File: src/design/ipthe_pkg.sv
// shared types, constants and helper functions for the ip/tcp header extractor
package ipthe_pkg;

	localparam int unsigned OFF_W = 7;
	localparam logic [OFF_W-1:0] OFF_MAX = 7'd127;

	localparam logic [3:0] VER_IPV4 = 4'd4;
	localparam logic [3:0] VER_IPV6 = 4'd6;
	localparam logic [7:0] PROTO_TCP = 8'd6;
	localparam logic [5:0] IPV6_HDR_LEN = 6'd40;
	localparam logic [6:0] IPV4_MIN_NEED = 7'd20;
	localparam logic [6:0] IPV6_MIN_NEED = 7'd40;
	localparam logic [6:0] OTHER_NEED = 7'd1;

	localparam logic [1:0] KIND_NONE = 2'd0;
	localparam logic [1:0] KIND_IPV4 = 2'd1;
	localparam logic [1:0] KIND_IPV6 = 2'd2;

	// capture state of the packet in flight
	typedef struct packed {
		logic [OFF_W-1:0] offset;
		logic [3:0]       version;
		logic [3:0]       ihl;
		logic [7:0]       proto;
		logic [63:0]      src_hi;
		logic [63:0]      src_lo;
		logic [63:0]      dst_hi;
		logic [63:0]      dst_lo;
		logic [15:0]      sport;
		logic [15:0]      dport;
		logic [5:0]       flags;
	} fields_t;

	// one result transfer
	typedef struct packed {
		logic [1:0]  ip_kind;
		logic [5:0]  header_len;
		logic [63:0] src_addr_high;
		logic [63:0] src_addr_low;
		logic [63:0] dst_addr_high;
		logic [63:0] dst_addr_low;
		logic [15:0] src_port;
		logic [15:0] dst_port;
		logic        is_tcp;
		logic [5:0]  tcp_flags;
		logic        truncated;
	} result_t;

	// transport header offset: ihl*4 for ipv4, 40 for ipv6, else zero
	function automatic logic [5:0] hdr_bytes(input logic [3:0] ver, input logic [3:0] ihl);
		logic [5:0] res;
		if (ver == VER_IPV4) begin
			res = {ihl, 2'b00};
		end else if (ver == VER_IPV6) begin
			res = IPV6_HDR_LEN;
		end else begin
			res = '0;
		end
		return res;
	endfunction

	// place a byte at big-endian lane pos of a 64-bit word
	function automatic logic [63:0] put_lane(input logic [63:0] word, input logic [2:0] pos,
			input logic [7:0] b);
		logic [63:0] res;
		res = word;
		res[{~pos, 3'b000} +: 8] = b;
		return res;
	endfunction

endpackage

File: src/design/ipthe_if.sv
// channel interfaces: packet byte stream in, header result out
interface ipthe_in_if;
	logic       valid;
	logic       ready;
	logic [7:0] data_byte;
	logic       last_byte;

	modport source(output valid, output data_byte, output last_byte, input ready);
	modport sink(input valid, input data_byte, input last_byte, output ready);
endinterface

interface ipthe_out_if;
	logic        valid;
	logic        ready;
	logic [1:0]  ip_kind;
	logic [5:0]  header_len;
	logic [63:0] src_addr_high;
	logic [63:0] src_addr_low;
	logic [63:0] dst_addr_high;
	logic [63:0] dst_addr_low;
	logic [15:0] src_port;
	logic [15:0] dst_port;
	logic        is_tcp;
	logic [5:0]  tcp_flags;
	logic        truncated;

	modport source(output valid, output ip_kind, output header_len, output src_addr_high,
		output src_addr_low, output dst_addr_high, output dst_addr_low, output src_port,
		output dst_port, output is_tcp, output tcp_flags, output truncated, input ready);
	modport sink(input valid, input ip_kind, input header_len, input src_addr_high,
		input src_addr_low, input dst_addr_high, input dst_addr_low, input src_port,
		input dst_port, input is_tcp, input tcp_flags, input truncated, output ready);
endinterface

File: src/design/ip_tcp_header_extractor.sv
// top level of the ip/tcp header extractor
//
//   channel | dir | payload                                   | transfer when
//   --------+-----+-------------------------------------------+----------------------
//   pkt     | in  | data_byte, last_byte                      | pkt.valid & pkt.ready
//   hdr     | out | ip_kind .. truncated (one per packet)     | hdr.valid & hdr.ready
//
// one byte per clock unless hdr stalls on a last byte; bytes pass the input register, and
// the result for a packet shows on hdr the cycle after its last byte leaves that register
// hdr.valid is set once the last byte leaves the input register and loads the output register
// reset clears the byte offset, all capture fields and both valid flags
// a stalled hdr holds only the last byte of the next packet; earlier bytes keep flowing
module ip_tcp_header_extractor (
	input  logic         clk,
	input  logic         arst_n,
	ipthe_in_if.sink     pkt,
	ipthe_out_if.source  hdr
);
	import ipthe_pkg::*;

	// input register stage
	logic [7:0] data_s1;
	logic       last_s1;
	logic       valid_s1;

	logic       advance;
	logic       can_load;
	fields_t    cur_fields;

	// a last byte may only move on once the output register is free
	assign advance = valid_s1 && (!last_s1 || can_load);
	assign pkt.ready = !valid_s1 || advance;

	always_ff @(posedge clk or negedge arst_n) begin
		if (!arst_n) begin
			valid_s1 <= 1'b0;
		end else if (pkt.valid && pkt.ready) begin
			valid_s1 <= 1'b1;
		end else if (advance) begin
			valid_s1 <= 1'b0;
		end
	end

	always_ff @(posedge clk) begin
		if (pkt.valid && pkt.ready) begin
			data_s1 <= pkt.data_byte;
			last_s1 <= pkt.last_byte;
		end
	end

	// offset tracking and capture of every field
	ipthe_capture u_capture (
		.clk        (clk),
		.arst_n     (arst_n),
		.adv        (advance),
		.data_in    (data_s1),
		.last_in    (last_s1),
		.cur_fields (cur_fields)
	);

	// result formatting and output register
	ipthe_result u_result (
		.clk      (clk),
		.arst_n   (arst_n),
		.load     (advance && last_s1),
		.f        (cur_fields),
		.can_load (can_load),
		.hdr      (hdr)
	);

	// a new result only follows a last byte moving through
	a_result_source: assert property (@(posedge clk) disable iff (!arst_n)
		$rose(hdr.valid) |-> $past(advance && last_s1))
		else $error("result without a last byte");
	// a held byte keeps its contents
	a_stage_hold: assert property (@(posedge clk) disable iff (!arst_n)
		valid_s1 && !advance |=> valid_s1 && $stable(data_s1) && $stable(last_s1))
		else $error("input stage lost a held byte");
	// only a last byte can be held back
	a_hold_last_only: assert property (@(posedge clk) disable iff (!arst_n)
		valid_s1 && !advance |-> last_s1 && hdr.valid)
		else $error("non-last byte stalled");

endmodule

File: src/design/ipthe_capture.sv
// byte offset tracking and field capture registers
module ipthe_capture (
	input  logic              clk,
	input  logic              arst_n,
	input  logic              adv,
	input  logic [7:0]        data_in,
	input  logic              last_in,
	output ipthe_pkg::fields_t cur_fields
);
	import ipthe_pkg::*;

	fields_t fields_q;
	fields_t f;
	fields_t f_next;

	always_comb begin
		logic [OFF_W-1:0] off;
		logic [7:0]       off8;
		logic [7:0]       t8;
		logic             v4;
		logic             v6;
		f = fields_q;
		off = fields_q.offset;
		off8 = {1'b0, off};
		if (off == '0) begin
			f.version = data_in[7:4];
			f.ihl = data_in[3:0];
		end
		v4 = (f.version == VER_IPV4);
		v6 = (f.version == VER_IPV6);
		t8 = {2'b00, hdr_bytes(f.version, f.ihl)};
		if (v4) begin
			if (off == 7'd9) f.proto = data_in;
			if (off inside {[7'd12:7'd15]}) f.src_lo = put_lane(f.src_lo, 3'(off - 7'd8), data_in);
			if (off inside {[7'd16:7'd19]}) f.dst_lo = put_lane(f.dst_lo, 3'(off - 7'd12), data_in);
		end else if (v6) begin
			if (off == 7'd6) f.proto = data_in;
			if (off inside {[7'd8:7'd15]}) f.src_hi = put_lane(f.src_hi, off[2:0], data_in);
			if (off inside {[7'd16:7'd23]}) f.src_lo = put_lane(f.src_lo, off[2:0], data_in);
			if (off inside {[7'd24:7'd31]}) f.dst_hi = put_lane(f.dst_hi, off[2:0], data_in);
			if (off inside {[7'd32:7'd39]}) f.dst_lo = put_lane(f.dst_lo, off[2:0], data_in);
		end
		// transport bytes; with a tiny ihl these can overlap ip header bytes
		if (v4 || v6) begin
			if (off8 == t8) f.sport[15:8] = data_in;
			if (off8 == t8 + 8'd1) f.sport[7:0] = data_in;
			if (off8 == t8 + 8'd2) f.dport[15:8] = data_in;
			if (off8 == t8 + 8'd3) f.dport[7:0] = data_in;
			if (off8 == t8 + 8'd13) f.flags = data_in[5:0];
		end
	end

	assign cur_fields = f;

	// captured fields with the offset stepped, saturating at the top
	always_comb begin
		f_next = f;
		f_next.offset = (fields_q.offset == OFF_MAX) ? OFF_MAX : fields_q.offset + 7'd1;
	end

	always_ff @(posedge clk or negedge arst_n) begin
		if (!arst_n) begin
			fields_q <= '0;
		end else if (adv) begin
			if (last_in) begin
				fields_q <= '0;
			end else begin
				fields_q <= f_next;
			end
		end
	end

	a_clear_after_last: assert property (@(posedge clk) disable iff (!arst_n)
		adv && last_in |=> fields_q.offset == '0 && fields_q.version == '0)
		else $error("capture state not cleared after last byte");
	a_hold_when_idle: assert property (@(posedge clk) disable iff (!arst_n)
		!adv |=> $stable(fields_q))
		else $error("capture state changed without a byte");
	a_offset_step: assert property (@(posedge clk) disable iff (!arst_n)
		adv && !last_in && fields_q.offset != OFF_MAX |=>
			fields_q.offset == $past(fields_q.offset) + 7'd1)
		else $error("byte offset did not advance");

endmodule

File: src/design/ipthe_result.sv
// result formatting, truncation check and output register
module ipthe_result (
	input  logic               clk,
	input  logic               arst_n,
	input  logic               load,
	input  ipthe_pkg::fields_t f,
	output logic               can_load,
	ipthe_out_if.source        hdr
);
	import ipthe_pkg::*;

	result_t res_q;
	result_t r;
	logic    valid_q;

	always_comb begin
		logic       v4;
		logic       v6;
		logic       tcp;
		logic [5:0] t;
		logic [6:0] need;
		logic [7:0] count;
		v4 = (f.version == VER_IPV4);
		v6 = (f.version == VER_IPV6);
		tcp = (v4 || v6) && (f.proto == PROTO_TCP);
		t = hdr_bytes(f.version, f.ihl);
		need = OTHER_NEED;
		if (v4 || v6) begin
			need = v4 ? IPV4_MIN_NEED : IPV6_MIN_NEED;
			if ({1'b0, t} + 7'd4 > need) need = {1'b0, t} + 7'd4;
			if (tcp && ({1'b0, t} + 7'd14 > need)) need = {1'b0, t} + 7'd14;
		end
		count = {1'b0, f.offset} + 8'd1;
		r.ip_kind = v4 ? KIND_IPV4 : (v6 ? KIND_IPV6 : KIND_NONE);
		r.header_len = t;
		r.src_addr_high = f.src_hi;
		r.src_addr_low = f.src_lo;
		r.dst_addr_high = f.dst_hi;
		r.dst_addr_low = f.dst_lo;
		r.src_port = (v4 || v6) ? f.sport : '0;
		r.dst_port = (v4 || v6) ? f.dport : '0;
		r.is_tcp = tcp;
		r.tcp_flags = tcp ? f.flags : '0;
		r.truncated = (count < {1'b0, need});
	end

	assign can_load = !valid_q || hdr.ready;

	always_ff @(posedge clk or negedge arst_n) begin
		if (!arst_n) begin
			valid_q <= 1'b0;
		end else if (load) begin
			valid_q <= 1'b1;
		end else if (hdr.ready) begin
			valid_q <= 1'b0;
		end
	end

	always_ff @(posedge clk) begin
		if (load) begin
			res_q <= r;
		end
	end

	assign hdr.valid = valid_q;
	assign hdr.ip_kind = res_q.ip_kind;
	assign hdr.header_len = res_q.header_len;
	assign hdr.src_addr_high = res_q.src_addr_high;
	assign hdr.src_addr_low = res_q.src_addr_low;
	assign hdr.dst_addr_high = res_q.dst_addr_high;
	assign hdr.dst_addr_low = res_q.dst_addr_low;
	assign hdr.src_port = res_q.src_port;
	assign hdr.dst_port = res_q.dst_port;
	assign hdr.is_tcp = res_q.is_tcp;
	assign hdr.tcp_flags = res_q.tcp_flags;
	assign hdr.truncated = res_q.truncated;

	a_no_overwrite: assert property (@(posedge clk) disable iff (!arst_n)
		load |-> can_load)
		else $error("result loaded over a pending transfer");
	a_trunc_kind: assert property (@(posedge clk) disable iff (!arst_n)
		hdr.valid && hdr.truncated |-> hdr.ip_kind != KIND_NONE)
		else $error("truncated set for unknown version");
	a_flags_tcp: assert property (@(posedge clk) disable iff (!arst_n)
		hdr.valid && !hdr.is_tcp |-> hdr.tcp_flags == '0)
		else $error("tcp flags set on non-tcp packet");

endmodule
File: src/flat_wrapper.sv
// flat-port wrapper written by rule: the top's interface ports become plain ports
module ip_tcp_header_extractor_flat import ipthe_pkg::*;
  (clk, arst_n, pkt_valid, pkt_data_byte, pkt_last_byte, pkt_ready, hdr_valid, hdr_ip_kind, hdr_header_len, hdr_src_addr_high, hdr_src_addr_low, hdr_dst_addr_high, hdr_dst_addr_low, hdr_src_port, hdr_dst_port, hdr_is_tcp, hdr_tcp_flags, hdr_truncated, hdr_ready);
  ipthe_in_if pkt_i ();
  ipthe_out_if hdr_i ();
  input  logic clk;
  input  logic arst_n;
  input wire logic [$bits(pkt_i.valid)-1:0] pkt_valid;
  input wire logic [$bits(pkt_i.data_byte)-1:0] pkt_data_byte;
  input wire logic [$bits(pkt_i.last_byte)-1:0] pkt_last_byte;
  output wire logic [$bits(pkt_i.ready)-1:0] pkt_ready;
  output wire logic [$bits(hdr_i.valid)-1:0] hdr_valid;
  output wire logic [$bits(hdr_i.ip_kind)-1:0] hdr_ip_kind;
  output wire logic [$bits(hdr_i.header_len)-1:0] hdr_header_len;
  output wire logic [$bits(hdr_i.src_addr_high)-1:0] hdr_src_addr_high;
  output wire logic [$bits(hdr_i.src_addr_low)-1:0] hdr_src_addr_low;
  output wire logic [$bits(hdr_i.dst_addr_high)-1:0] hdr_dst_addr_high;
  output wire logic [$bits(hdr_i.dst_addr_low)-1:0] hdr_dst_addr_low;
  output wire logic [$bits(hdr_i.src_port)-1:0] hdr_src_port;
  output wire logic [$bits(hdr_i.dst_port)-1:0] hdr_dst_port;
  output wire logic [$bits(hdr_i.is_tcp)-1:0] hdr_is_tcp;
  output wire logic [$bits(hdr_i.tcp_flags)-1:0] hdr_tcp_flags;
  output wire logic [$bits(hdr_i.truncated)-1:0] hdr_truncated;
  input wire logic [$bits(hdr_i.ready)-1:0] hdr_ready;
  assign pkt_i.valid = pkt_valid;
  assign pkt_i.data_byte = pkt_data_byte;
  assign pkt_i.last_byte = pkt_last_byte;
  assign pkt_ready = pkt_i.ready;
  assign hdr_valid = hdr_i.valid;
  assign hdr_ip_kind = hdr_i.ip_kind;
  assign hdr_header_len = hdr_i.header_len;
  assign hdr_src_addr_high = hdr_i.src_addr_high;
  assign hdr_src_addr_low = hdr_i.src_addr_low;
  assign hdr_dst_addr_high = hdr_i.dst_addr_high;
  assign hdr_dst_addr_low = hdr_i.dst_addr_low;
  assign hdr_src_port = hdr_i.src_port;
  assign hdr_dst_port = hdr_i.dst_port;
  assign hdr_is_tcp = hdr_i.is_tcp;
  assign hdr_tcp_flags = hdr_i.tcp_flags;
  assign hdr_truncated = hdr_i.truncated;
  assign hdr_i.ready = hdr_ready;
  ip_tcp_header_extractor u_core (.clk(clk), .arst_n(arst_n), .pkt(pkt_i), .hdr(hdr_i));
endmodule
File: config.mk
export PLATFORM = sky130hd
export DESIGN_NAME = ip_tcp_header_extractor_flat
export DESIGN_NICKNAME = d
export VERILOG_FILES = /design/src/design/ipthe_pkg.sv /design/src/design/ipthe_if.sv /design/src/design/ip_tcp_header_extractor.sv /design/src/design/ipthe_capture.sv /design/src/design/ipthe_result.sv /design/src/flat_wrapper.sv
export SDC_FILE = /design/constraint.sdc
export NUM_CORES = 1
export LEC_CHECK = 0
export BUFFER_PORTS_ARGS = -buffer_cell sky130_fd_sc_hd__buf_2
export CAP_MARGIN = 20
export CORE_MARGIN = 2
export CORE_UTILIZATION = 38
export DETAILED_ROUTE_END_ITERATION = 7
export PLACE_DENSITY = 0.57
export SYNTH_ARGS = -nofsm -noshare
export SYNTH_HDL_FRONTEND = slang
export SYNTH_SLANG_ARGS = --single-unit
File: constraint.sdc
create_clock -name clk -period 17.9 [get_ports clk]
set_input_delay 3.58 -clock clk [delete_from_list [all_inputs] [get_ports clk]]
set_output_delay 3.58 -clock clk [all_outputs]
set_load 0.01 [all_outputs]
# After elaboration in Yosys (flattened, before gate mapping)

Index checks and enable logic that the tools add are counted.

Multiplexer cells: 41
Reduce and logical (&&, ||, !) cells: 21
Order comparisons: 13
Shifts and indexed selects: 6
Equality and inequality tests: 11
$add $sub $neg: 13
Bitwise gates (word level): 3

Operator list:

| kind                     | number |
|---|---|
| $mux W64                 | 10 |
| $bwmux W64               | 6 |
| $mux W317                | 1 |
| $mux W264                | 1 |
| $shift A8 B8 Y64 const A | 3 |
| $shiftx A8 B8 Y64        | 3 |
| $mux W8                  | 8 |
| $mux W38                 | 1 |
| $mux W7                  | 5 |
| $eq A7 B7 Y1             | 4 |
| $mux W6                  | 4 |
| $neg A6 Y8               | 3 |
| $le A7 B5 Y1 const B     | 3 |
| $add A6 B2 Y7 const B    | 2 |
| $add A6 B4 Y7 const B    | 2 |
| $ge A7 B4 Y1 const B     | 2 |
| $ge A7 B5 Y1 const B     | 2 |
| $logic_and A1 B1 Y1      | 11 |
| $not A3 Y3               | 3 |
| $add A7 B1 Y8 const B    | 1 |
| $eq A4 B3 Y1 const B     | 2 |
| $eq A8 B3 Y1 const B     | 1 |
| $lt A8 B7 Y1             | 1 |
| $add A6 B1 Y7 const B    | 1 |
| other kinds (19)         | 28 |

Register bits after elaboration: 632
Word-level logic and storage cells: 134

# Depth between registers and ports, before layout

Gate-level depths: netlist of run 1.

Depth after elaboration: 14
Depth in mapped cells: 31
Mapped depth without buffers: 27

# Hierarchy

From an unflattened synthesis of run 1, not the netlist that was laid out.

Cell total of the unflattened synthesis: 2,261
Area total of the unflattened synthesis: 27,538.9 sq um

Modules (own cells, without submodules):

| module                  | cells an instance | times used | seq. area each (sq um) | area each (sq um) |
|---|---|---|---|---|
| ipthe_capture           | 1,784             | 1          | 7,932.6                | 17,000.1 |
| ipthe_result            | 461               | 1          | 9,093.7                | 10,189.8 |
| ip_tcp_header_extractor | 16                | 1          | 295.3                  | 349.1 |

# Worst setup path after synthesis of run 1

Ideal clock, no wire load.

Kind: input to register
Start point: input port hdr_ready
End point: register u_core.u_result.res_q (netlist bit u_core.u_result.hdr.dst_addr_high[0]), enable pin
Slack: 6.520 ns
Data required time: 17.194 ns
Cell stages on the path: 3
Data arrival time: 10.674 ns
Path through: inv_1 -> nand3_1 -> and3_1

Word-level cells in the longest chain between the ends: 4

RTL lines:

| element                  | line                          | text |
|---|---|---|
| start, declared          | flat_wrapper.sv:24            | `input wire logic [$bits(hdr_i.ready)-1:0] hdr_ready;` |
| $logic_or A1 B1 Y1       | ipthe_result.sv:47            | `assign can_load = !valid_q \|\| hdr.ready;` |
| $logic_or A1 B1 Y1       | ip_tcp_header_extractor.sv:31 | `assign advance = valid_s1 && (!last_s1 \|\| can_load);` |
| $logic_and A1 B1 Y1      | ip_tcp_header_extractor.sv:31 |  |
| $logic_and A1 B1 Y1      | ip_tcp_header_extractor.sv:65 | `.load (advance && last_s1),` |
| net u_core.u_result.load | ipthe_result.sv:5             | `input logic load,` |
| end signal, assigned     | ipthe_result.sv:61            | `res_q <= r;` |
| end, declared            | ipthe_result.sv:12            | `result_t res_q;` |

The timed path passes the listed nets, and every way through them passes these cells.
A chain may end at the register's enable or synchronous reset.

# Worst setup path after layout of run 1

Start point: input port hdr_ready
End point: output port pkt_ready

Word-level cells in the longest chain between the ends: 4

RTL lines:

| element             | line                          | text |
|---|---|---|
| $logic_or A1 B1 Y1  | ipthe_result.sv:47            |  |
| $logic_or A1 B1 Y1  | ip_tcp_header_extractor.sv:31 |  |
| $logic_and A1 B1 Y1 | ip_tcp_header_extractor.sv:31 |  |
| $logic_or A1 B1 Y1  | ip_tcp_header_extractor.sv:32 | `assign pkt.ready = !valid_s1 \|\| advance;` |
| end, declared       | flat_wrapper.sv:11            | `output wire logic [$bits(pkt_i.ready)-1:0] pkt_ready;` |

No other way between the ends.

==> results of run 1 <==
-- worst max-delay path: cells and delay by family --
kind | cells | cell delay (ns)
buffers and inverters | 3 | 0.39
AND/OR/NAND/NOR | 1 | 0.16
-- metal layers --
metal	track usage	part of all wire	up-vias
li1	-	-	8271
met4	0.0747	0.028	0
met1	0.291	0.42	9442
met5	0	0	-
met3	0.0430	0.064	131
met2	0.362	0.48	656
-- power groups by stage --
stage / Combinational (W) / Clock (W) / Sequential (W)
floorplan: 0.000265 / 0 / 0.00171
global placement: 0.000444 / 0 / 0.00170
detailed placement: 0.000449 / 0 / 0.00170
CTS: 0.000451 / 0.00150 / 0.00168
global route: 0.000490 / 0.00156 / 0.00168
finish: 0.000451 / 0.00147 / 0.00168
-- worst max-delay path by stage --
stage	start	end	cells after the start
finish	hdr_ready	pkt_ready	4
global route	hdr_ready	pkt_ready	4
CTS	hdr_ready	pkt_ready	4
detailed placement	hdr_ready	pkt_ready	4
global placement	hdr_ready	pkt_ready	4
floorplan	hdr_ready	u_core.u_result.hdr.dst_addr_high[0]$_DFFE_PP_	3
-- synthesized netlist by cell type (all sizes together), types with 8 or more instances --
cell,instances
nand2,317
nor2,90
a21oi,18
mux2i,47
nand3b,9
and3,9
a22o,62
inv,19
mux2,235
ha,19
a211o,24
xor2,9
nand2b,11
nand3,13
o211ai,11
and3b,24
a32o,8
nor3,34
nand4,11
edfxtp,311
a31oi,17
o21ai,263
clkbuf,105
nor2b,21
dfrtp,319
buf,33
-- area by class of cell --
class                   count  share of cell area
repair buffers            346              0.0585
flip-flops and latches    630               0.543
clock buffers              86              0.0591
clock inverters            41              0.0145
multi-input cells        1326               0.285
well taps                 940              0.0369
inverters                  19             0.00224
-- through the flow --
step                      instance area, sq um  cells
after floorplan                          27000   2113
after global placement                   29500   3259
after detailed placement                 29500   3260
after CTS                                31800   3387
after global routing                     31900   3388
final                                    31900   3388
-- flip-flops by register name (all words and copies together) (netlist names) --
signal                             flops
u_core.data_s1                         8
u_core.last_s1                         1
u_core.u_capture.cur_fields            7
u_core.u_capture.fields_q            310
u_core.u_result.hdr.dst_addr_high     64
u_core.u_result.hdr.dst_addr_low      64
u_core.u_result.hdr.dst_port          16
u_core.u_result.hdr.header_len         4
u_core.u_result.hdr.ip_kind            2
u_core.u_result.hdr.is_tcp             1
u_core.u_result.hdr.src_addr_high     64
u_core.u_result.hdr.src_addr_low      64
u_core.u_result.hdr.src_port          16
u_core.u_result.hdr.tcp_flags          6
u_core.u_result.hdr.truncated          1
u_core.u_result.hdr.valid              1
u_core.valid_s1                        1
-- logic make-up after synthesis --
kind of cell    synth area share
buf+inv                   0.0251
xor+xnor                 0.00505
other cells             0.000139
fa+ha+maj                0.00880
flops                      0.641
simple gates               0.100
mux                        0.115
compound gates             0.104
==> key figures, run 1 <==
Die
  • Core area: 70,300 sq um
  • # rows: 97
  • Ports: 319
  • Die X-Extent: 271 um
  • Initial Utilization: 0.385
  • Die footprint: 73,300 sq um
  • Die height: 271 um

Setup path
  • Critical Path RT: 14.32 ns
  • Crit path launch type: primary input
  • CP peak stage delay: 0.22 ns
  • Crit path kind: primary input to primary output
  • Crit path max fanout: 3
  • Worst setup EP type: primary output
  • Cells on worst reg2reg path: 26
  • Reg2reg end: u_core.u_result.hdr.truncated$_DFFE_PP_
  • CP max-delay cell: buf_2
  • Critical path's most frequent cell: buf_2
  • Worst R2R Setup Slack: 11.30 ns
  • Critical-path cell list: buf_2 > inv_1 > nand4_1 > buf_2
  • Arrival time worst endpoint: 4.14 ns
  • Reg2Reg Launch Point: u_core.u_capture.cur_fields[310]$_DFFE_PN0P_

Power and ir drop
  • Tot Pwr: 0.00360 W
  • Logic pwr share: 0.125
  • P per Cell Area: 113 nW/um^2
  • Maximum VDD drop: 0.0000571 V
  • Sw power: 0.000959 W
  • Power Internal: 0.00264 W
  • Clock power share: 0.409
  • Sw Share: 0.266
  • Leakage: 13.9 nW
  • Sequential share of power: 0.465

Placed design
  • Dpl ws: 10.20 ns
  • DP HPWL: 50,300 um
  • # port buffers: 316
  • Routability cong.: 0.891

Timing
  • Unrepaired setup endpoints after global routing: no
  • Final worst-path setup slack: 10.18 ns
  • Worst hold slack: 0.473 ns
  • Fin. max-slew vios: 0
  • Post-route clock period utilization: 0.431
  • Setup-violating endpoint count in the final report: 0
  • Fin. Hold Viols: 0
  • Min cycle time layout: 7.72 ns
  • Worst Tran Pin Value: 1.14 ns
  • Slew margin rel.: 0.240
  • Setup TNS: 0 ns
  • Max frequency: 0.130 GHz
  • Layout Skew: 0.0269 ns

Routing
  • WL per Instance: 24.1 um
  • Pre-antenna DRT Iters: 6
  • Vias: 18,500
  • Final WL: 81,800 um
  • Antenna-violating nets left: 0
  • DR DRC count: 0
  • Initial DRC Count: 1,583
  • Drt via density: 5.46

CTS
  • Worst-skew pair later-pin latency: 0.63 ns
  • Clk pin slew, worst setup/hold paths: 0.06 ns
  • Cts repair resizes: 0
  • Setup bufs post-CTS: 0
  • CTS tree: built
  • Post-CTS Hold Buffers: 0
  • Root Buffer: clkbuf_16
  • Clk buf depth: 3
  • Num CTS Buffers: 69
  • Clock Sinks: 630
  • # H-tree levels: 3

Final layout
  • Util after Layout: 0.454
  • Fill count: 6,308
  • Most common cell after layout, fill and taps aside: dfrtp_1
  • Area Overhead vs Synth: 17.9%
  • Final nets: 2,424
  • Diodes inserted: 0
  • Layout cells sized above 1: 0.303
  • Multi-input logic area: 9090 sq um
  • Most frequent cells in the layout: 319 x dfrtp_1, 315 x buf_2, 311 x edfxtp_1
  • Register area: 17,300 sq um

Yosys
  • Yosys top cell area share: 0.346
  • Average cell area after synthesis: 12.8 sq um
  • Synthesized area: 27,000 sq um
  • Largest cells by area after synthesis: edfxtp_1 35%, dfrtp_1 30%, mux2_2 9.8%, nand2_1 4.3%, o21ai_0 4.3%
  • Cells after synthesis: 2,112
  • Primary FF master, synth: dfrtp_1
  • Synth warn: 0
  • EDFF count, synth: 311
  • Cell variety after synth: 77
  • Synth Register Bits: 630
  • Register area share after synthesis: 0.641
  • Asr flop ratio synth: 0.506
  • Cell taking the most area after synthesis: edfxtp_1

Worst hold path
  • Hold Path Origin: u_core.u_capture.fields_q[185]$_DFFE_PN0P_
  • Hold Path Class: flip-flop to flip-flop
  • Hold Path Stages: 2
  • Hold path endpoint: u_core.u_capture.fields_q[185]$_DFFE_PN0P_

Global routing
  • Vias in the first global route: 18,700
  • Largest net degree at the start of global routing: 177
  • Global-route wire length before repair: 121,000 um
  • Grt ovf: 0
  • Total GRT Usage: 0.220
  • Initial antenna violation count: 1

Flow run
  • Max-Cap Viols: 0

Status
  • Outcome: finished, final reports clean
(Power assumes the default switching activity.)
==> inputs of run 2 (changes only) <==
- clock period: 17.9 -> 7.5 ns (I/O delays scaled with it)
==> run 2 against run 1 <==
Net effect: critical endpoint is now u_core.u_result.hdr.truncated$_DFFE_PP_; die area did not move; flip-flop and latch count did not move; largest cell class unchanged; highest routed layer is now met5; largest power group unchanged; critical path type is now flip-flop to flip-flop; worst setup slack got worse by 9.3 ns.
==> key figures, run 2 (synthesis results as in run 1) <==
CTS
  • Root Buffer: clkbuf_16
  • Setup bufs post-CTS: 0
  • Clock Sinks: 630
  • Post-CTS Hold Buffers: 0
  • Clk pin slew, worst setup/hold paths: 0.06 ns
  • Worst-skew pair later-pin latency: 0.62 ns
  • Num CTS Buffers: 70
  • Clk buf depth: 3
  • Cts repair resizes: 0
  • CTS tree: built
  • # H-tree levels: 3

Die
  • Die height: 271 um
  • # rows: 97
  • Die X-Extent: 271 um
  • Initial Utilization: 0.385
  • Die footprint: 73,300 sq um
  • Ports: 319
  • Core area: 70,300 sq um

Timing
  • Setup-violating endpoint count in the final report: 0
  • Fin. Hold Viols: 0
  • Slew margin rel.: 0.230
  • Fin. max-slew vios: 0
  • Setup TNS: 0 ns
  • Layout Skew: 0.0259 ns
  • Min cycle time layout: 6.66 ns
  • Max frequency: 0.150 GHz
  • Unrepaired setup endpoints after global routing: no
  • Post-route clock period utilization: 0.888
  • Worst Tran Pin Value: 1.16 ns

Setup path
  • Cells on worst reg2reg path: 27
  • Crit path kind: flip-flop to flip-flop
  • Crit path launch type: flip-flop
  • Reg2Reg Launch Point: u_core.u_capture.cur_fields[310]$_DFFE_PN0P_
  • Worst setup path startpoint: u_core.u_capture.cur_fields[310]$_DFFE_PN0P_
  • Reg2reg end: u_core.u_result.hdr.truncated$_DFFE_PP_
  • Arrival time worst endpoint: 7.02 ns
  • Worst setup EP type: flip-flop
  • Critical Path RT: 7.86 ns
  • Crit path max fanout: 12
  • Worst R2R Setup Slack: 0.84 ns

Routing
  • Antenna-violating nets left: 0
  • Vias: 18,400
  • Pre-antenna DRT Iters: 7
  • Drt via density: 5.42
  • DR DRC count: 0
  • Final WL: 84,000 um
  • Initial DRC Count: 1,866
  • WL per Instance: 24.8 um

Status
  • Outcome: finished, final reports clean

Worst hold path
  • Hold Path Class: flip-flop to flip-flop
  • Hold path endpoint: u_core.u_capture.fields_q[200]$_DFFE_PN0P_
  • Hold Path Stages: 2
  • Hold Path Origin: u_core.u_capture.fields_q[200]$_DFFE_PN0P_

Power and ir drop
  • Leakage: 13.9 nW
  • Tot Pwr: 0.00866 W
  • Maximum VDD drop: 0.000130 V
  • P per Cell Area: 271 nW/um^2

Final layout
  • Most frequent cells in the layout: 319 x dfrtp_1, 315 x buf_2, 311 x edfxtp_1
  • Area Overhead vs Synth: 18.2%
  • Final nets: 2,428
  • Largest register FFs: 310
  • Layout cells sized above 1: 0.303
  • Most common cell after layout, fill and taps aside: dfrtp_1
  • Fill count: 6,334
  • Biggest register: u_core.u_capture.fields_q

Global routing
  • Largest net degree at the start of global routing: 178
  • Total GRT Usage: 0.226
  • Vias in the first global route: 18,500
  • Grt ovf: 0
  • Initial antenna violation count: 1
  • Global-route wire length before repair: 124,000 um

Placed design
  • Routability cong.: 0.834
  • # port buffers: 316
  • DP HPWL: 52,500 um

Flow run
  • Max-Cap Viols: 0
[run 2: changes by cell type in the layout (fill, tap and decap cells not counted), sizes merged]
cell	previous run	this run
buf	346	349
clkbuf	86	92
clkinv	27	21
clkinvlp	0	3
diode	0	1
[run 2: critical path, cell delays in order, from the launching register on]
cell       delay [ns]
dfrtp_1          0.54
inv_1            0.27
ha_1             0.29
nor3b_4          0.31
nand2_1          0.41
mux2_2           0.54
o311a_1          0.28
inv_1            0.06
ha_1             0.38
ha_1             0.34
nand2_1          0.05
o32a_1           0.36
and3_1           0.19
a31oi_1          0.22
ha_1             0.19
a21oi_1          0.05
nor2_1           0.10
a211oi_1         0.06
and2_1           0.15
o2111ai_1        0.08
nand4_1          0.39
a21oi_1          0.28
a31oi_1          0.09
ha_1             0.31
o21ai_0          0.08
a21oi_1          0.14
o211ai_1         0.09
and3_1           0.16
[run 2: worst max-delay path by stage]
stage	endpoint	slack, ns	cells after the start
global placement	u_core.u_result.hdr.truncated$_DFFE_PP_	0.86	27
global route	u_core.u_result.hdr.truncated$_DFFE_PP_	0.30	27
finish	u_core.u_result.hdr.truncated$_DFFE_PP_	0.84	27
CTS	u_core.u_result.hdr.truncated$_DFFE_PP_	0.87	27
floorplan	u_core.u_result.hdr.dst_addr_high[0]$_DFFE_PP_	1.71	3
detailed placement	u_core.u_result.hdr.truncated$_DFFE_PP_	0.92	27
[run 2: power by group]
group	internal [W]	switching [W]
combinational	0.000362	0.000740
clock	0.00210	0.00145
sequential	0.00387	0.000136
total	0.00633	0.00233
[run 2: area by class of cell]
type,count,area (sq um),share of cell area
Timing Repair Buffer,349,1910,0.0599
Tap cell,940,1180,0.0368
Inverter,19,71.3,0.00223
Multi-Input combinational cell,1326,9090,0.285
Antenna cell,1,2.50,0.0000783
Clock inverter,38,460,0.0144
Sequential cell,630,17300,0.542
Clock buffer,92,1920,0.0600
[run 2: routing by layer]
| metal | global-route usage | routed length [um] | part of all wire |
|---|---|---|---|
| met1 | 0.310 | 36500 | 0.43 |
| met2 | 0.364 | 40200 | 0.48 |
| met3 | 0.0392 | 4960 | 0.059 |
| met4 | 0.0773 | 2380 | 0.028 |
| met5 | 0 | 13 | 0.00015 |
[run 2: stage by stage]
| step | cells | setup slack (ns) | area (sq um) | hold slack, ns | utilization |
|---|---|---|---|---|---|
| 2_1_floorplan | 2113 | 1.71 | 27000 | 0.442 | - |
| 3_3_place_gp | 3261 | 0.861 | 29500 | 0.454 | 0.420 |
| 3_5_place_dp | 3263 | 0.918 | 29500 | 0.463 | 0.420 |
| 4_1_cts | 3393 | 0.867 | 31900 | 0.477 | 0.454 |
| 5_1_grt | 3394 | 0.296 | 32000 | 0.496 | 0.455 |
| 6_report | 3395 | 0.840 | 32000 | 0.473 | 0.455 |
==> inputs of run 3 (changes only) <==
- SYNTH_HIERARCHICAL: not set -> 1
==> run 3 against run 2 <==
Net effect: hold slack gained 0.0044 ns; clock power is essentially flat; largest cell class unchanged; cell area grew 1.6%; total power shrank 4.5%; count of clock-buffer cells in the layout shrank 4; combinational power shrank 14%; largest power group unchanged; core utilization shrank 0.14 points.
==> key figures, run 3 <==
Routing
  • WL per Instance: 23.2 um
  • Vias: 19,800
  • Final WL: 82,700 um
  • DR DRC count: 0
  • Initial DRC Count: 1,689
  • Antenna-violating nets left: 0
  • Pre-antenna DRT Iters: 6
  • Drt via density: 5.55

Die
  • Die height: 273 um
  • # rows: 98
  • Die X-Extent: 273 um
  • Initial Utilization: 0.385
  • Ports: 319
  • Die footprint: 74,600 sq um
  • Core area: 71,600 sq um

Setup path
  • Reg2reg end: u_core/u_result/hdr.truncated$_DFFE_PP_
  • Buf/Inv on CP: 4
  • CP delay by family, top: compound AO/OA/AOI/OAI gates
  • Cells on worst reg2reg path: 26
  • Arrival time worst endpoint: 7.30 ns
  • Worst R2R Setup Slack: 0.56 ns
  • Worst setup EP type: flip-flop
  • Crit path launch type: flip-flop
  • CP max-delay cell: or4b_4
  • CP peak stage delay: 0.57 ns
  • Crit path kind: flip-flop to flip-flop
  • Reg2Reg Launch Point: u_core/u_capture/cur_fields[311]$_DFFE_PN0P_
  • Crit path max fanout: 15
  • Critical Path RT: 7.87 ns

Power and ir drop
  • Leakage: 13.5 nW
  • Maximum VDD drop: 0.000140 V
  • P per Cell Area: 255 nW/um^2

Yosys
  • Synthesized area: 27,500 sq um
  • Largest cells by area after synthesis: edfxtp_1 34%, dfrtp_1 29%, mux2_2 5.9%, o21ai_0 4.7%, nand2_1 4.5%
  • Post-synthesis compound-gate area fraction: 0.152
  • Cells after synthesis: 2,261
  • Most frequent cell after synthesis: nand2_1
  • Adder-cell share of the synthesized area: 0.0100
  • Register area share after synthesis: 0.629
  • Cell taking the most area after synthesis: edfxtp_1
  • XOR/XNOR Fraction of Synth Area: 0.00436
  • EDFF count, synth: 311
  • Primary FF master, synth: dfrtp_1
  • Yosys top cell area share: 0.339
  • Synth warn: 6
  • Main combinational cell family by area after synthesis: compound AO/OA/AOI/OAI gates
  • Asr flop ratio synth: 0.506
  • Cell variety after synth: 90
  • Synth Area in Simple Gates: 0.115
  • Most instantiated cells after synthesis: 331 x nand2_1, 319 x dfrtp_1, 311 x edfxtp_1, 259 x o21ai_0, 144 x mux2_2
  • Synth Register Bits: 630
  • Average cell area after synthesis: 12.2 sq um
  • Mux cell area share after synthesis: 0.0662

Status
  • Outcome: finished, final reports clean

CTS
  • # H-tree levels: 3
  • CTS tree: built
  • Num CTS Buffers: 69
  • Clk buf depth: 3
  • Root Buffer: clkbuf_16
  • Setup bufs post-CTS: 0
  • Clk pin slew, worst setup/hold paths: 0.06 ns
  • Worst-skew pair later-pin latency: 0.61 ns
  • Clock Sinks: 630

Timing
  • Slew margin rel.: 0.290
  • Max frequency: 0.144 GHz
  • Layout Skew: 0.0236 ns
  • Fin. max-slew vios: 0
  • Min cycle time layout: 6.94 ns
  • Setup-violating endpoint count in the final report: 0
  • Setup TNS: 0 ns
  • Worst Tran Pin Value: 1.06 ns
  • Fin. Hold Viols: 0
  • Post-route clock period utilization: 0.925
  • Unrepaired setup endpoints after global routing: no

Worst hold path
  • Hold Path Origin: u_core/u_capture/fields_q[109]$_DFFE_PN0P_
  • Hold Path Class: flip-flop to flip-flop
  • Hold Path Stages: 2
  • Hold path endpoint: u_core/u_capture/fields_q[109]$_DFFE_PN0P_

Global routing
  • Vias in the first global route: 19,800
  • Largest net degree at the start of global routing: 181
  • Global-route wire length before repair: 123,000 um
  • Total GRT Usage: 0.219
  • Grt ovf: 0
  • Initial antenna violation count: 3

Final layout
  • Area Overhead vs Synth: 17.9%
  • Most common cell after layout, fill and taps aside: nand2_1
  • Biggest register: u_core/u_capture/fields_q
  • Multi-input logic area: 9610 sq um
  • Non-filler cells, final: 3,561
  • Layout cells sized above 1: 0.256
  • Register area: 17,300 sq um
  • Final nets: 2,588
  • Fill count: 6,561
  • Most frequent cells in the layout: 331 x nand2_1, 319 x dfrtp_1, 316 x buf_2
  • Largest register FFs: 310

Placed design
  • DP HPWL: 55,800 um
  • # port buffers: 316
  • Routability cong.: 0.880
  • # placed instances: 3,429

Flow run
  • Max-Cap Viols: 0
run 3: cell families (layout without fill, tap and decap cells):
| logic type | after synthesis | count (layout) |
|---|---|---|
| other | 1 | 3 |
| DFF | 630 | 630 |
| buffers and inverters | 154 | 502 |
| adders and majority gates | 22 | 22 |
| xor gates and xnor gates | 12 | 12 |
| muxes | 163 | 163 |
| AOI/OAI and AO/OA | 614 | 614 |
| and+or+nand+nor | 665 | 665 |
run 3: worst max-delay path by stage:
stage | slack [ns] | cells after the start | to | startpoint
finish | 0.56 | 26 | u_core/u_result/hdr.truncated$_DFFE_PP_ | u_core/u_capture/cur_fields[311]$_DFFE_PN0P_
global route | 0.20 | 26 | u_core/u_result/hdr.truncated$_DFFE_PP_ | u_core/u_capture/cur_fields[311]$_DFFE_PN0P_
global placement | 0.68 | 26 | u_core/u_result/hdr.truncated$_DFFE_PP_ | u_core/u_capture/cur_fields[311]$_DFFE_PN0P_
detailed placement | 0.45 | 26 | u_core/u_result/hdr.truncated$_DFFE_PP_ | u_core/u_capture/cur_fields[311]$_DFFE_PN0P_
CTS | 0.37 | 26 | u_core/u_result/hdr.truncated$_DFFE_PP_ | u_core/u_capture/cur_fields[311]$_DFFE_PN0P_
floorplan | 0.71 | 30 | u_core/u_result/hdr.truncated$_DFFE_PP_ | u_core/u_capture/cur_fields[310]$_DFFE_PN0P_
run 3: layer usage:
| layer | wire [um] | part of all wire | global-route usage | vias to the layer above |
|---|---|---|---|---|
| met1 | 34800 | 0.42 | 0.286 | 9931 |
| met4 | 2730 | 0.033 | 0.0882 | 4 |
| met5 | 27 | 0.00033 | 0 | - |
| met2 | 39900 | 0.48 | 0.359 | 748 |
| li1 | - | - | - | 8932 |
| met3 | 5210 | 0.063 | 0.0418 | 143 |
run 3: final cells by class:
class                   instances  area share
well taps                     950      0.0366
clock inverters                40      0.0130
repair buffers                347      0.0575
clock buffers                  88      0.0602
inverters                      27     0.00312
multi-input cells            1478       0.296
flip-flops and latches        630       0.534
diodes                          1   0.0000771
run 3: tightest hold or removal path, cell delays in order, from the launching register on:
cell and delay [ns]:
dfrtp_1 0.34, nand2_1 0.05, o21ai_0 0.06
run 3: stage by stage:
stage / hold WS (ns) / setup slack [ns] / utilization / power, W / area [sq um]
2_1_floorplan: 0.444 / 0.705 / - / 0.00442 / 27500
3_3_place_gp: 0.459 / 0.680 / 0.419 / 0.00478 / 30000
3_5_place_dp: 0.467 / 0.451 / 0.420 / 0.00480 / 30100
4_1_cts: 0.480 / 0.372 / 0.453 / 0.00835 / 32400
5_1_grt: 0.498 / 0.205 / 0.453 / 0.00856 / 32500
6_report: 0.478 / 0.564 / 0.453 / 0.00827 / 32500
run 3: what timing repair did:
action,4_1_cts,5_1_grt
endpoints found under the setup margin,0,1
hold buffers,0,0
gates resized for setup,0,2
run 3: where the power goes:
| part | switching, W | total [W] | leakage (nW) | internal [W] |
|---|---|---|---|---|
| combinational | 0.000699 | 0.000944 | 4.90 | 0.000245 |
| sequential | 0.0000540 | 0.00379 | 7.45 | 0.00374 |
| clock | 0.00143 | 0.00353 | 1.16 | 0.00210 |
